<file path="config.mk">
export PLATFORM = sky130hd
export DESIGN_NAME = encoder_frame_crc_deframer_unit
export DESIGN_NICKNAME = d
export VERILOG_FILES = /design/src/hw/rtl/efcd_pkg.sv /design/src/hw/rtl/encoder_frame_crc_deframer_unit.sv /design/src/hw/rtl/efcd_in_reg.sv /design/src/hw/rtl/efcd_core.sv
export SDC_FILE = /design/constraint.sdc
export NUM_CORES = 1
export LEC_CHECK = 0
export BUFFER_PORTS_ARGS = -buffer_cell sky130_fd_sc_hd__buf_2
export CORE_ASPECT_RATIO = 0.5
export CORE_MARGIN = 2
export CORE_UTILIZATION = 42
export CTS_CLUSTER_DIAMETER = 30
export CTS_CLUSTER_SIZE = 16
export DETAILED_ROUTE_END_ITERATION = 10
export GPL_TIMING_DRIVEN = 0
export HOLD_SLACK_MARGIN = 0.12
export PLACE_DENSITY = 0.64
export SLEW_MARGIN = 10
export SYNTH_ARGS = -nofsm -noshare
export SYNTH_HDL_FRONTEND = slang
export SYNTH_SLANG_ARGS = --single-unit
</file>
<file path="constraint.sdc">
create_clock -name clk_i -period 3.3 [get_ports clk_i]
set_input_delay 0.33 -clock clk_i [delete_from_list [all_inputs] [get_ports clk_i]]
set_output_delay 0.33 -clock clk_i [all_outputs]
set_load 0.005 [all_outputs]
</file>
<file path="src/hw/rtl/efcd_pkg.sv">
// efcd_pkg: request types, frame constants and the CRC-8 byte update
// for the encoder frame deframer. No dependencies.
`default_nettype none

package efcd_pkg;

  localparam logic [7:0] StxByte     = 8'h02;
  localparam logic [7:0] EtxByte     = 8'h03;
  localparam logic [7:0] CrcPolyRefl = 8'h8C;
  localparam logic [3:0] CrcBytePos  = 4'd9;
  localparam logic [3:0] LastBytePos = 4'd10;
  localparam logic [3:0] FirstSpdPos = 4'd1;
  localparam logic [3:0] LastSpdPos  = 4'd8;

  typedef enum logic [1:0] {
    STATUS_OK     = 2'd0,
    STATUS_NO_STX = 2'd1,
    STATUS_NO_ETX = 2'd2,
    STATUS_CRC    = 2'd3
  } status_e;

  typedef struct packed {
    logic [7:0] rx_byte;
    logic       frame_first;
    logic [1:0] speed_slot;
  } in_req_t;

  typedef struct packed {
    status_e            frame_status;
    logic signed [31:0] speed_first;
    logic signed [31:0] speed_second;
    logic [1:0]         slot_out;
  } out_req_t;

  // Dallas/Maxim CRC-8, reflected, one byte.
  function automatic logic [7:0] crc8_byte(input logic [7:0] crc, input logic [7:0] data);
    logic [7:0] c;
    c = crc ^ data;
    for (int k = 0; k < 8; k++) begin
      if (c[0]) begin
        c = (c >> 1) ^ CrcPolyRefl;
      end else begin
        c = c >> 1;
      end
    end
    return c;
  endfunction

endpackage

`default_nettype wire

</file>
<file path="src/hw/rtl/encoder_frame_crc_deframer_unit.sv">
// encoder_frame_crc_deframer_unit: top level; input register, frame core, result register.
// Path: a byte accepted into the input register is processed by the core and its result is held in the result register.
// Throughput: one byte per cycle while the output is not stalled; the CRC-8 update in the core is combinational.
// The result register frees its slot in the same cycle the request is taken.
// Reset (rst_ni, async, low) empties both registers and idles the frame tracker.
// Depends on efcd_pkg, efcd_in_reg, efcd_core.
`default_nettype none

module encoder_frame_crc_deframer_unit (
  input  wire logic               clk_i,
  input  wire logic               rst_ni,
  input  wire logic               in_valid_i,
  output logic                    in_stall_o,
  input  wire efcd_pkg::in_req_t   in_req_i,
  output logic                    out_valid_o,
  input  wire logic               out_stall_i,
  output efcd_pkg::out_req_t      out_req_o
);

  logic               hold_valid;
  efcd_pkg::in_req_t  hold_req;
  logic               advance;
  logic               res_valid;
  efcd_pkg::out_req_t res;
  logic               out_valid_q;
  efcd_pkg::out_req_t out_req_q;

  assign advance = hold_valid && (!out_valid_q || !out_stall_i);

  efcd_in_reg u_in_reg (
    .clk_i        (clk_i),
    .rst_ni       (rst_ni),
    .in_valid_i   (in_valid_i),
    .in_stall_o   (in_stall_o),
    .in_req_i     (in_req_i),
    .advance_i    (advance),
    .hold_valid_o (hold_valid),
    .hold_req_o   (hold_req)
  );

  efcd_core u_core (
    .clk_i       (clk_i),
    .rst_ni      (rst_ni),
    .fire_i      (advance),
    .req_i       (hold_req),
    .res_valid_o (res_valid),
    .res_o       (res)
  );

  always_ff @(posedge clk_i or negedge rst_ni) begin
    if (!rst_ni) begin
      out_valid_q <= 1'b0;
    end else if (advance) begin
      out_valid_q <= res_valid;
    end else if (out_valid_q && !out_stall_i) begin
      out_valid_q <= 1'b0;
    end
  end

  always_ff @(posedge clk_i) begin
    if (advance && res_valid) begin
      out_req_q <= res;
    end
  end

  assign out_valid_o = out_valid_q;
  assign out_req_o   = out_req_q;

endmodule

`default_nettype wire

</file>
<file path="src/hw/rtl/efcd_in_reg.sv">
// efcd_in_reg: input request register with valid/stall handshake.
// Depends on efcd_pkg.
`default_nettype none

module efcd_in_reg (
  input  wire logic             clk_i,
  input  wire logic             rst_ni,
  input  wire logic             in_valid_i,
  output logic                  in_stall_o,
  input  wire efcd_pkg::in_req_t in_req_i,
  input  wire logic             advance_i,
  output logic                  hold_valid_o,
  output efcd_pkg::in_req_t     hold_req_o
);

  logic              valid_q;
  efcd_pkg::in_req_t req_q;
  logic              accept;

  assign in_stall_o   = valid_q && !advance_i;
  assign accept       = in_valid_i && !in_stall_o;
  assign hold_valid_o = valid_q;
  assign hold_req_o   = req_q;

  always_ff @(posedge clk_i or negedge rst_ni) begin
    if (!rst_ni) begin
      valid_q <= 1'b0;
    end else if (accept) begin
      valid_q <= 1'b1;
    end else if (advance_i) begin
      valid_q <= 1'b0;
    end
  end

  always_ff @(posedge clk_i) begin
    if (accept) begin
      req_q <= in_req_i;
    end
  end

endmodule

`default_nettype wire

</file>
<file path="src/hw/rtl/efcd_core.sv">
// efcd_core: frame tracking state, running CRC and result build.
// Depends on efcd_pkg.
`default_nettype none

module efcd_core (
  input  wire logic              clk_i,
  input  wire logic              rst_ni,
  input  wire logic              fire_i,
  input  wire efcd_pkg::in_req_t  req_i,
  output logic                   res_valid_o,
  output efcd_pkg::out_req_t     res_o
);

  logic [3:0]  pos_q, pos_d;
  logic        active_q, active_d;
  logic        stx_ok_q, stx_ok_d;
  logic [7:0]  crc_q, crc_d;
  logic [7:0]  rx_crc_q, rx_crc_d;
  logic [63:0] shift_q, shift_d;
  logic [1:0]  slot_q, slot_d;
  logic        in_payload;

  assign in_payload = (pos_q >= efcd_pkg::FirstSpdPos) && (pos_q <= efcd_pkg::LastSpdPos);

  always_comb begin
    pos_d       = pos_q;
    active_d    = active_q;
    stx_ok_d    = stx_ok_q;
    crc_d       = crc_q;
    rx_crc_d    = rx_crc_q;
    shift_d     = shift_q;
    slot_d      = slot_q;
    res_valid_o = 1'b0;
    if (fire_i) begin
      if (req_i.frame_first) begin
        active_d = 1'b1;
        stx_ok_d = (req_i.rx_byte == efcd_pkg::StxByte);
        slot_d   = req_i.speed_slot;
        crc_d    = 8'h00;
        rx_crc_d = 8'h00;
        shift_d  = 64'h0;
        pos_d    = 4'd1;
      end else if (active_q) begin
        if (in_payload) begin
          crc_d   = efcd_pkg::crc8_byte(crc_q, req_i.rx_byte);
          shift_d = {shift_q[55:0], req_i.rx_byte};
          pos_d   = pos_q + 4'd1;
        end else if (pos_q == efcd_pkg::CrcBytePos) begin
          rx_crc_d = req_i.rx_byte;
          pos_d    = pos_q + 4'd1;
        end else if (pos_q == efcd_pkg::LastBytePos) begin
          res_valid_o = 1'b1;
          active_d    = 1'b0;
          pos_d       = 4'd0;
        end else begin
          active_d = 1'b0;
          pos_d    = 4'd0;
        end
      end
    end
  end

  always_comb begin
    priority if (!stx_ok_q) begin
      res_o.frame_status = efcd_pkg::STATUS_NO_STX;
    end else if (req_i.rx_byte != efcd_pkg::EtxByte) begin
      res_o.frame_status = efcd_pkg::STATUS_NO_ETX;
    end else if (rx_crc_q != crc_q) begin
      res_o.frame_status = efcd_pkg::STATUS_CRC;
    end else begin
      res_o.frame_status = efcd_pkg::STATUS_OK;
    end
    res_o.speed_first  = shift_q[63:32];
    res_o.speed_second = shift_q[31:0];
    res_o.slot_out     = slot_q;
  end

  always_ff @(posedge clk_i or negedge rst_ni) begin
    if (!rst_ni) begin
      pos_q    <= 4'd0;
      active_q <= 1'b0;
      stx_ok_q <= 1'b0;
      crc_q    <= 8'h00;
      rx_crc_q <= 8'h00;
      shift_q  <= 64'h0;
      slot_q   <= 2'd0;
    end else begin
      pos_q    <= pos_d;
      active_q <= active_d;
      stx_ok_q <= stx_ok_d;
      crc_q    <= crc_d;
      rx_crc_q <= rx_crc_d;
      shift_q  <= shift_d;
      slot_q   <= slot_d;
    end
  end

endmodule

`default_nettype wire

</file>
==> results of run 1 <==
## layout make-up
cell class                      instances  area [um^2]  area share [%]
Tap cell                              198        247.7           3.232
Inverter                                4        15.01          0.1959
Multi-Input combinational cell        173         1481           19.33
Timing Repair Buffer                   99        600.6           7.835
Buffer                                 17        83.83           1.094
Clock buffer                           18        429.2           5.599
Clock inverter                         14        182.7           2.383
Sequential cell                       169         4624           60.33
## routing by layer
metal | routed length, um | vias up | track usage [%]
li1 | - | 1644 | -
met4 | 138 | 0 | 5.096
met1 | 5567 | 1721 | 21.64
met5 | 0 | - | 0
met2 | 5352 | 82 | 23.98
met3 | 485 | 11 | 4.526
## path summary, 6_finish.rpt
| check | startpoint | end | slack (ps) | cells past startpoint |
|---|---|---|---|---|
| worst min-delay path | out_stall_i | out_valid_o | 150 | 2 |
| worst max register to register | u_core.pos_q[1] | u_core.crc_q[1] | 900 | 7 |
| worst min register to register | u_core.slot_q[1] | out_req_o[1] | 450 | 0 |
| max in group asynchronous | rst_ni | u_core.shift_q[42] | 2140 | 3 |
| worst max-delay path | u_core.pos_q[1] | u_core.crc_q[1] | 900 | 7 |
| min in group asynchronous | rst_ni | u_core.pos_q[3] | 490 | 2 |
## sequential cells by signal, indices dropped and copies added (netlist names)
signal / cells
out_req_o: 68
out_valid_o: 1
u_core.active_q: 1
u_core.crc_q: 8
u_core.pos_q: 4
u_core.rx_crc_q: 8
u_core.shift_q: 64
u_core.slot_q: 2
u_core.stx_ok_q: 1
u_in_reg.hold_req_o: 11
u_in_reg.hold_valid_o: 1
## cells in the mapped netlist, types with 3 or more instances
| master | instances |
|---|---|
| nor2b_1 | 3 |
| a22o_1 | 78 |
| buf_2 | 16 |
| edfxtp_1 | 79 |
| nand4_1 | 3 |
| o21ai_0 | 3 |
| xnor2_1 | 17 |
| xnor3_1 | 4 |
| ha_1 | 5 |
| dfrtp_1 | 90 |
| nand3_1 | 4 |
| xor2_1 | 5 |
| and2_1 | 4 |
| nand2_1 | 12 |
| inv_1 | 4 |
## power by group
group	total [uW]	internal [uW]	switching, uW
logic	1070	534	534
clock network	2000	1090	911
registers	2650	2430	217
total	5720	4050	1660
## per-stage QoR
stage | util (%) | std cells
5_1_grt | 53.12 | 692
3_3_place_gp | 47.62 | 645
3_5_place_dp | 47.98 | 647
4_1_cts | 53.12 | 692
2_1_floorplan | - | 363
6_report | 53.12 | 692
## critical path, cell delays in order, from the launching register on
cell	delay (ps)
dfrtp_1	400
inv_1	110
ha_1	230
nor4b_2	320
a21oi_1	150
o21ai_1	540
buf_2	380
a22o_1	190
## cell families (layout without fill, tap and decap cells)
group / Yosys count / count (layout) / synth area share [%]
buffers and inverters: 21 / 152 / 1.594
flip-flops: 169 / 169 / 74.56
AO/OA/AOI/OAI: 99 / 99 / 13.44
adder cells (fa/ha/maj): 5 / 5 / 1.009
XOR/XNOR: 29 / 29 / 5.709
AND/OR/NAND/NOR: 40 / 40 / 3.692
==> PnR_summary.wiki, run 1 <==
{| class="wikitable"
! Metric !! Value
|-
| Setup violation total in the final timing report || 0
|-
| Number of antenna-violating nets in the routed design || 0
|-
| Critical path required time || 3650 ps
|-
| Maximum achievable frequency || 0.4169 GHz
|-
| Fin Setup TNS || 0 ps
|-
| Antenna violations before repair || 0
|-
| Predominant post-synthesis flop cell || dfrtp_1
|-
| Most common library cell in the layout ignoring fill and taps || buf_2
|-
| PostCTS Resize Cnt || 0
|-
| Die boundary width || 175.9 um
|-
| Number of enable flip-flop cells after synthesis || 79
|-
| Vias per Instance || approximately 5.0
|-
| Post-route clock skew || about 8.6 ps
|-
| Count of vias placed by the detailed router || around 3500
|-
| Biggest area contributors in the synthesized netlist || edfxtp_1 (38%), dfrtp_1 (36%), a22o_1 (11%)
|-
| Largest vdd supply drop || 0.3696 mV
|-
| Nets@finish || about 500
|-
| Cell area after layout || ~0.0077 mm^2
|-
| Clock slew seen by the registers of the worst setup and hold paths || 70 ps
|-
| Number of global-route vias before repair || ~3400
|-
| Average size of a mapped cell || approximately 17 um^2
|-
| Status || finished, final reports clean
|-
| Post-Place Cell Area || between 0.006 and 0.007 mm^2
|-
| Hold Vio Cnt, Final || 0
|-
| Filler cells || 1213
|-
| GPL Wtd Cong || around 0.8
|-
| Worst Path Class, Setup || register to register
|-
| Unrepaired setup endpoints after global routing || no
|-
| Actual slew at the worst max-slew pin || between 700 and 800 ps
|-
| Lkg Pwr || 0.003252 uW
|-
| DP Wirelength || 7704 um
|-
| Seq cells post-synth || ~170
|-
| Routed wire length per instance || between 15 and 20 um
|-
| Cell area after synthesis || 0.006202 mm^2
|-
| Time the worst path needs with I/O delays and setup || approximately 2400 ps
|-
| Share of cells above drive strength 1 || between 20% and 30%
|-
| MaxCap Viol Count || 0
|-
| Overall track demand over capacity in global routing || between 15 and 20%
|-
| Post-Syn Nets || between 300 and 400
|-
| Antenna cells || 0
|-
| Critical Path End Type || register
|-
| Core region area || ~0.014 mm^2
|-
| Relative area change from synthesis to final layout || 23.58%
|-
| Number of CTS-inserted buffers || 17
|-
| Signal arrival time at the worst endpoint || 2750 ps
|-
| CTS hold repair buffers || 13
|-
| Chip height || between 80 and 90 um
|-
| Clock latency on the worst-skew pair || roughly 420 ps
|-
| CTS max path bufs || 2
|-
| Root buffer cell || clkbuf_16
|-
| CTS tree || yes
|-
| CP max FO || 10
|-
| Count of H-tree levels built during CTS || 4
|-
| Number of placement rows || 31
|-
| Number of clock sinks || roughly 170
|-
| Pin count of the biggest net entering global routing || 66
|-
| Post-Place Worst Slack || 920.4 ps
|-
| Number of slew-limit violations in the final report || 0
|-
| Port Buffers || 84
|-
| Length of the first detailed-routing pass in iterations || 4
|-
| Startpoint class of the critical path || register
|-
| Fraction of synthesis flops using an asynchronous set or reset pin || 53.25%
|-
| Class of the tightest hold or removal check || input pin to register
|-
| Remaining global-route overflow || 0
|-
| Yosys synthesis warning count || 0
|-
| Detailed-route wire length || ~12000 um
|-
| Most area-hungry cell type in the Yosys netlist || edfxtp_1
|-
| Top-Level Pins || 85
|-
| # DRC || 0
|-
| Sequential share of the synthesized area || 74.56%
|-
| Number of DRC markers after the initial detailed-route iteration || about 250
|-
| Power Density || ~750 mW/mm^2
|-
| Sum of internal, switching and leakage power || approximately 5700 uW
|-
| Synth Instances || ~360
|-
| Post-route worst setup slack || roughly 900 ps
|-
| Highest-count cells in the layout ignoring fill and taps || buf_2 (99), dfrtp_1 (90), edfxtp_1 (79)
|-
| Post-route worst hold slack || 151.6 ps
|-
| Yosys cell types || 40
|-
| Initial Utilization || a little over two fifths
|-
| Relative max-transition margin || ~52%
|-
| Buffer count from post-CTS setup fixing || 0
|-
| Share of the synthesized area in the top cell type || a little under two fifths
|-
| Full die area || approximately 0.016 mm^2
|-
| Period utilization || between 70% and 80%
|-
| First-pass GRT wire length || approximately 19000 um
|}
(Power assumes the default switching activity.)
==> inputs of run 2 (changes only) <==
==> constraint.sdc (replaced) <==
create_clock -name clk_i -period 2.14 [get_ports clk_i]
set_input_delay 0.214 -clock clk_i [delete_from_list [all_inputs] [get_ports clk_i]]
set_output_delay 0.214 -clock clk_i [all_outputs]
set_load 0.005 [all_outputs]
==> run 2 against run 1 <==
  * Sequential power grew 55%
  * Routed wire length grew 7.1%
  * Power grew 55%
  * Highest routed layer unchanged
  * Sequential cell count is the same
  * Critical endpoint is now out_valid_o
  * Clock power grew 50%
==> PnR_summary.wiki, run 2 (synthesis gave the netlist of run 1 again) <==
{| class="wikitable"
! Metric !! Value
|-
| Period utilization || 94.28% (was 72.69%)
|-
| Detailed-route wire length || 12360 um (was 11540 um)
|-
| Critical Path End Type || register (unchanged)
|-
| Full die area || 0.01581 mm^2 (unchanged)
|-
| Signal arrival time at the worst endpoint || 2320 ps (was 2750 ps)
|-
| Post-Place Cell Area || 0.006932 mm^2 (was 0.006923 mm^2)
|-
| Final core occ || 54.61% (was 53.12%)
|-
| # DRC || 0 (unchanged)
|-
| Class of the tightest hold or removal check || input pin to asynchronous set/reset pin (was input pin to register)
|-
| Remaining global-route overflow || 0 (unchanged)
|-
| Antenna violations before repair || 1 (was 0)
|-
| Number of DRC markers after the initial detailed-route iteration || 232 (was 253)
|-
| CTS tree || yes (unchanged)
|-
| Highest-count cells in the layout ignoring fill and taps || buf_2 (98), dfrtp_1 (89), edfxtp_1 (79) (was buf_2 (99), dfrtp_1 (90), edfxtp_1 (79))
|-
| Actual slew at the worst max-slew pin || 533.9 ps (was 713.4 ps)
|-
| Relative area change from synthesis to final layout || 27.05% (was 23.58%)
|-
| Nets@finish || 512 (was 501)
|-
| Largest vdd supply drop || 0.5455 mV (was 0.3696 mV)
|-
| Count of H-tree levels built during CTS || 4 (unchanged)
|-
| First-pass GRT wire length || 19110 um (was 18730 um)
|-
| Root buffer cell || clkbuf_16 (unchanged)
|-
| CP max FO || 11 (was 10)
|-
| Worst Path Class, Setup || register to register (unchanged)
|-
| Critical path required time || 2440 ps (was 3650 ps)
|-
| Cell area after layout || 0.007880 mm^2 (was 0.007665 mm^2)
|-
| Startpoint class of the critical path || register (unchanged)
|-
| Unrepaired setup endpoints after global routing || no (unchanged)
|-
| Clock slew seen by the registers of the worst setup and hold paths || 60 ps (was 70 ps)
|-
| Port Buffers || 84 (unchanged)
|-
| Power Density || 1127 mW/mm^2 (was 745.6 mW/mm^2)
|-
| Area occupied by registers || 0.004626 mm^2 (was 0.004624 mm^2)
|-
| Number of clock sinks || 169 (unchanged)
|-
| Number of CTS-inserted buffers || 17 (unchanged)
|-
| CTS max path bufs || 2 (unchanged)
|-
| Die boundary width || 175.9 um (unchanged)
|-
| Chip height || 89.93 um (unchanged)
|-
| Share of cells above drive strength 1 || 31.49% (was 27.94%)
|-
| Number of global-route vias before repair || 3522 (was 3444)
|-
| Antenna cells || 0 (unchanged)
|-
| Maximum achievable frequency || 0.4957 GHz (was 0.4169 GHz)
|-
| Max FFs per register || 68 (unchanged)
|-
| Overall track demand over capacity in global routing || 16.08% (was 15.63%)
|-
| Pin count of the biggest net entering global routing || 60 (was 66)
|-
| Post-route clock skew || 8.730 ps (was 8.642 ps)
|-
| Count of vias placed by the detailed router || 3572 (was 3458)
|-
| Setup violation total in the final timing report || 0 (unchanged)
|-
| Most common library cell in the layout ignoring fill and taps || buf_2 (unchanged)
|-
| Hold Vio Cnt, Final || 0 (unchanged)
|-
| GPL Wtd Cong || 0.7978 (was 0.7863)
|-
| Status || finished, final reports clean (unchanged)
|-
| Top-Level Pins || 85 (unchanged)
|-
| Routed wire length per instance || 17.59 um (was 16.68 um)
|-
| Time the worst path needs with I/O delays and setup || 2018 ps (was 2399 ps)
|-
| Area used by multi-input combinational logic || 0.001583 mm^2 (was 0.001481 mm^2)
|-
| Core region area || 0.01443 mm^2 (unchanged)
|-
| Length of the first detailed-routing pass in iterations || 4 (unchanged)
|-
| Vias per Instance || 5.081 (was 4.997)
|-
| DP Wirelength || 7467 um (was 7704 um)
|-
| Filler cells || 1194 (was 1213)
|-
| Number of slew-limit violations in the final report || 0 (unchanged)
|-
| Relative max-transition margin || 64.17% (was 52.44%)
|-
| Initial Utilization || 42.98% (unchanged)
|-
| Number of placement rows || 31 (unchanged)
|-
| Clock latency on the worst-skew pair || 410 ps (was 420 ps)
|-
| Number of antenna-violating nets in the routed design || 0 (unchanged)
|-
| Lkg Pwr || 0.003319 uW (was 0.003252 uW)
|-
| MaxCap Viol Count || 0 (unchanged)
|}
[run 2: metal layers]
metal	global-route usage, %	part of all wire, %	up-vias
met5	0	0	-
met4	4.270	0.61	0
met3	3.934	4.2	5
met2	24.48	46	78
met1	23.30	49	1818
li1	-	-	1671
[run 2: layout make-up]
class	instances	area share, %
plain buffers	17	1.096
clock buffers	19	5.494
clock inverters	13	1.921
inverters	4	0.1905
multi-input cells	176	20.09
flip-flops and latches	169	58.70
well taps	198	3.144
repair buffers	107	9.368
[run 2: power breakdown]
group | leakage [uW] | total, uW | internal (uW) | switching, uW
combinational | 0.00113 | 1780 | 882 | 902
clock | 0.000284 | 3000 | 1660 | 1330
sequential | 0.00190 | 4100 | 3750 | 353
[run 2: final timing paths]
kind                       cells after the start        startpoint  slack (ps)            endpoint
max                                            8   u_core.pos_q[0]         120         out_valid_o
min                                            2            rst_ni         300     u_core.pos_q[0]
max reg2reg                                    8   u_core.pos_q[0]         120         out_valid_o
min reg2reg                                    0  u_core.slot_q[1]         450        out_req_o[1]
max in group asynchronous                      3            rst_ni        1190  u_core.shift_q[34]
min in group clk_i                             0  u_core.slot_q[1]         450        out_req_o[1]
[run 2: critical path, cell delays in order (launching register included)]
cell,delay (ps)
dfrtp_2,420
inv_2,70
ha_1,200
nor4b_4,140
a211o_4,410
and4_4,230
buf_12,150
buf_12,130
a21o_1,140
[run 2: timing repair]
action | CTS | global route
hold endpoints to repair | 44 | 0
gates resized for setup | 7 | 7
cloned | 3 | 0
endpoints found under the setup margin | 139 | 147
pin swaps | 2 | 4
hold buffers | 14 | 0
buffers inserted | 0 | 8
[run 2: stage by stage]
stage               TNS, ps  total power, uW  instances  setup slack, ps  hold WS, ps
detailed placement   -29260             5829        646           -384.8        201.0
global placement     -26090             5771        645           -353.2        391.2
global route              0             9261        703            42.58        346.2
finish                    0             8882        703            122.5        300.1
CTS                       0             8899        695            42.09        303.1
floorplan            -129.2             5393        363           -1.899       -81.59
==> inputs of run 3 (changes only) <==
--- a/config.mk
+++ b/config.mk
@@ -14,7 +14,7 @@
 export DETAILED_ROUTE_END_ITERATION = 10
 export GPL_TIMING_DRIVEN = 0
 export HOLD_SLACK_MARGIN = 0.12
-export PLACE_DENSITY = 0.64
+export PLACE_DENSITY = 0.74
 export SLEW_MARGIN = 10
 export SYNTH_ARGS = -nofsm -noshare
 export SYNTH_HDL_FRONTEND = slang
==> run 3 against run 2 <==
  * Die area unchanged
  * Clock-buffer cell count down 1
  * Highest routed layer unchanged
  * Clock skew up 1.8 ps
  * Cell area about the same
  * Sequential cell count unchanged
  * Register-to-register slack worse by 20 ps
  * Clock power up 8.7%
  * Combinational power up 3%
  * Largest cell class unchanged
  * Sequential share of layout area down 0.062 points
  * Non-clock buffer count down 3
  * Worst setup slack worse by 15 ps
==> PnR_summary.wiki, run 3 (synthesis gave the netlist of run 1 again) <==
{| class="wikitable"
! Metric !! Value
|-
| Status || finished, final reports clean (unchanged)
|-
| Chip height || 89.93 um (unchanged)
|-
| # DRC || 0 (unchanged)
|-
| Number of antenna-violating nets in the routed design || 0 (unchanged)
|-
| Vias per Instance || 5.294 (was 5.081)
|-
| Overall track demand over capacity in global routing || 17.56% (was 16.08%)
|-
| Count of H-tree levels built during CTS || 4 (unchanged)
|-
| Number of global-route vias before repair || 3684 (was 3522)
|-
| CTS tree || yes (unchanged)
|-
| Hold Vio Cnt, Final || 0 (unchanged)
|-
| MaxCap Viol Count || 0 (unchanged)
|-
| Share of cells above drive strength 1 || 31.21% (was 31.49%)
|-
| Worst Path Class, Setup || register to register (unchanged)
|-
| Die boundary width || 175.9 um (unchanged)
|-
| Count of vias placed by the detailed router || 3711 (was 3572)
|-
| Critical Path End Type || register (unchanged)
|-
| Number of clock sinks || 169 (unchanged)
|-
| Relative area change from synthesis to final layout || 27.15% (was 27.05%)
|-
| Time the worst path needs with I/O delays and setup || 2033 ps (was 2018 ps)
|-
| Period utilization || 94.99% (was 94.28%)
|-
| Class of the tightest hold or removal check || input pin to register (was input pin to asynchronous set/reset pin)
|-
| Area used by multi-input combinational logic || 0.001593 mm^2 (was 0.001583 mm^2)
|-
| Startpoint class of the critical path || register (unchanged)
|-
| Portion of total power attributed to sequential cells || 44.8% (was 46.2%)
|-
| Antenna violations before repair || 0 (was 1)
|-
| Clk pwr share || 35.4% (was 33.8%)
|-
| Number of placement rows || 31 (unchanged)
|-
| Routed wire length per instance || 19.12 um (was 17.59 um)
|-
| Core region area || 0.01443 mm^2 (unchanged)
|-
| Most common library cell in the layout ignoring fill and taps || buf_2 (unchanged)
|-
| Full die area || 0.01581 mm^2 (unchanged)
|-
| Highest-count cells in the layout ignoring fill and taps || buf_2 (97), dfrtp_1 (90), edfxtp_1 (79) (was buf_2 (98), dfrtp_1 (89), edfxtp_1 (79))
|-
| CTS max path bufs || 2 (unchanged)
|-
| Number of DRC markers after the initial detailed-route iteration || 246 (was 232)
|-
| Antenna cells || 0 (unchanged)
|-
| GPL Wtd Cong || 0.7982 (was 0.7978)
|-
| Lkg Pwr || 0.003327 uW (was 0.003319 uW)
|-
| Pin count of the biggest net entering global routing || 50 (was 60)
|-
| Critical path required time || 2440 ps (about the same)
|-
| Switching share of power || 29.10% (was 29.15%)
|-
| Nets@finish || 510 (was 512)
|-
| Clock slew seen by the registers of the worst setup and hold paths || 70 ps (was 60 ps)
|-
| DP Wirelength || 7822 um (was 7467 um)
|-
| Final core occ || 54.66% (was 54.61%)
|-
| Proportion of power drawn by combinational gates || 19.9% (was 20.1%)
|-
| Actual slew at the worst max-slew pin || 595.0 ps (was 533.9 ps)
|-
| Detailed-route wire length || 13400 um (was 12360 um)
|-
| Maximum achievable frequency || 0.4919 GHz (was 0.4957 GHz)
|-
| Setup violation total in the final timing report || 0 (unchanged)
|-
| Area occupied by registers || 0.004624 mm^2 (was 0.004626 mm^2)
|-
| Root buffer cell || clkbuf_16 (unchanged)
|-
| Post-route clock skew || 10.51 ps (was 8.730 ps)
|-
| Port Buffers || 84 (unchanged)
|-
| Number of slew-limit violations in the final report || 0 (unchanged)
|-
| Filler cells || 1157 (was 1194)
|-
| Top-Level Pins || 85 (unchanged)
|-
| Signal arrival time at the worst endpoint || 2340 ps (was 2320 ps)
|-
| Post-route worst hold slack || 152.6 ps (was 300.1 ps)
|-
| Largest vdd supply drop || 0.5620 mV (was 0.5455 mV)
|-
| Number of CTS-inserted buffers || 17 (unchanged)
|-
| First-pass GRT wire length || 20910 um (was 19110 um)
|-
| Max FFs per register || 68 (unchanged)
|-
| Initial Utilization || 42.98% (unchanged)
|-
| Remaining global-route overflow || 0 (unchanged)
|-
| Power Density || 1167 mW/mm^2 (was 1127 mW/mm^2)
|-
| CP max FO || 10 (was 11)
|-
| Total net switching power || 2678 uW (was 2589 uW)
|-
| Relative max-transition margin || 60.33% (was 64.17%)
|-
| Clock latency on the worst-skew pair || 420 ps (was 410 ps)
|-
| Length of the first detailed-routing pass in iterations || 5 (was 4)
|-
| Internal power consumption || 6524 uW (was 6293 uW)
|}
-- run 3: power groups by stage --
stage	logic, uW	clock network, uW	registers [uW]
detailed placement	1660	0	4170
floorplan	1350	0	4040
finish	1830	3260	4120
global route	1980	3450	4160
global placement	1610	0	4150
CTS	1790	3310	4110
-- run 3: critical path, stage by stage (launching register included) --
cell      delay (ps)
dfrtp_1          460
inv_2            120
ha_1             160
nor4b_4          300
a21oi_4          100
and2_1           180
buf_2            150
clkbuf_4         220
a22o_1           220
-- run 3: metrics by stage --
step	instance area, um^2	setup TNS [ps]	power (uW)	std cells	setup slack [ps]
6_report	7886	0	9202	701	107.1
5_1_grt	7886	-30.81	9593	701	-13.59
4_1_cts	7782	0	9209	697	40.74
3_5_place_dp	6932	-27010	5834	646	-374.3
3_3_place_gp	6902	-21130	5761	645	-314.2
2_1_floorplan	6233	-129.2	5393	363	-1.899
-- run 3: worst paths after layout --
| check | from | to | slack, ps | depth (start not counted) |
|---|---|---|---|---|
| setup reg to reg | u_core.pos_q[0] | u_core.crc_q[7] | 110 | 8 |
| max in group asynchronous | rst_ni | u_core.shift_q[55] | 1150 | 3 |
| setup / recovery | u_core.pos_q[0] | u_core.crc_q[7] | 110 | 8 |
| hold reg to reg | u_in_reg.hold_req_o[1] | u_core.slot_q[1] | 450 | 2 |
| hold / removal | out_stall_i | u_in_reg.hold_valid_o | 150 | 3 |
| min in group asynchronous | rst_ni | u_in_reg.hold_valid_o | 340 | 2 |
-- run 3: timing repair --
action                                 4_1_cts  5_1_grt
pin swaps                                    3        3
setup endpoints to repair                  139      130
hold buffers                                14        0
buffers inserted                             2        3
gates resized for setup                      7        7
gates cloned                                 3        1
endpoints found under the hold margin       54        0
-- run 3: cell type report --
type,count,area share [%]
buffer,17,1.126
clock buffer,18,5.442
clock inverter,14,2.507
inverter,4,0.1904
multi-input combinational,177,20.20
sequential,169,58.64
tap,198,3.141
timing repair buffer,104,8.758
-- run 3: per-layer routing --
| metal | track usage (%) | share of wire, % | vias to the layer above |
|---|---|---|---|
| li1 | - | - | 1670 |
| met1 | 24.87 | 47 | 1916 |
| met2 | 27.03 | 47 | 111 |
| met3 | 3.807 | 5.4 | 14 |
| met4 | 6.198 | 1.2 | 0 |
| met5 | 0 | 0 | - |
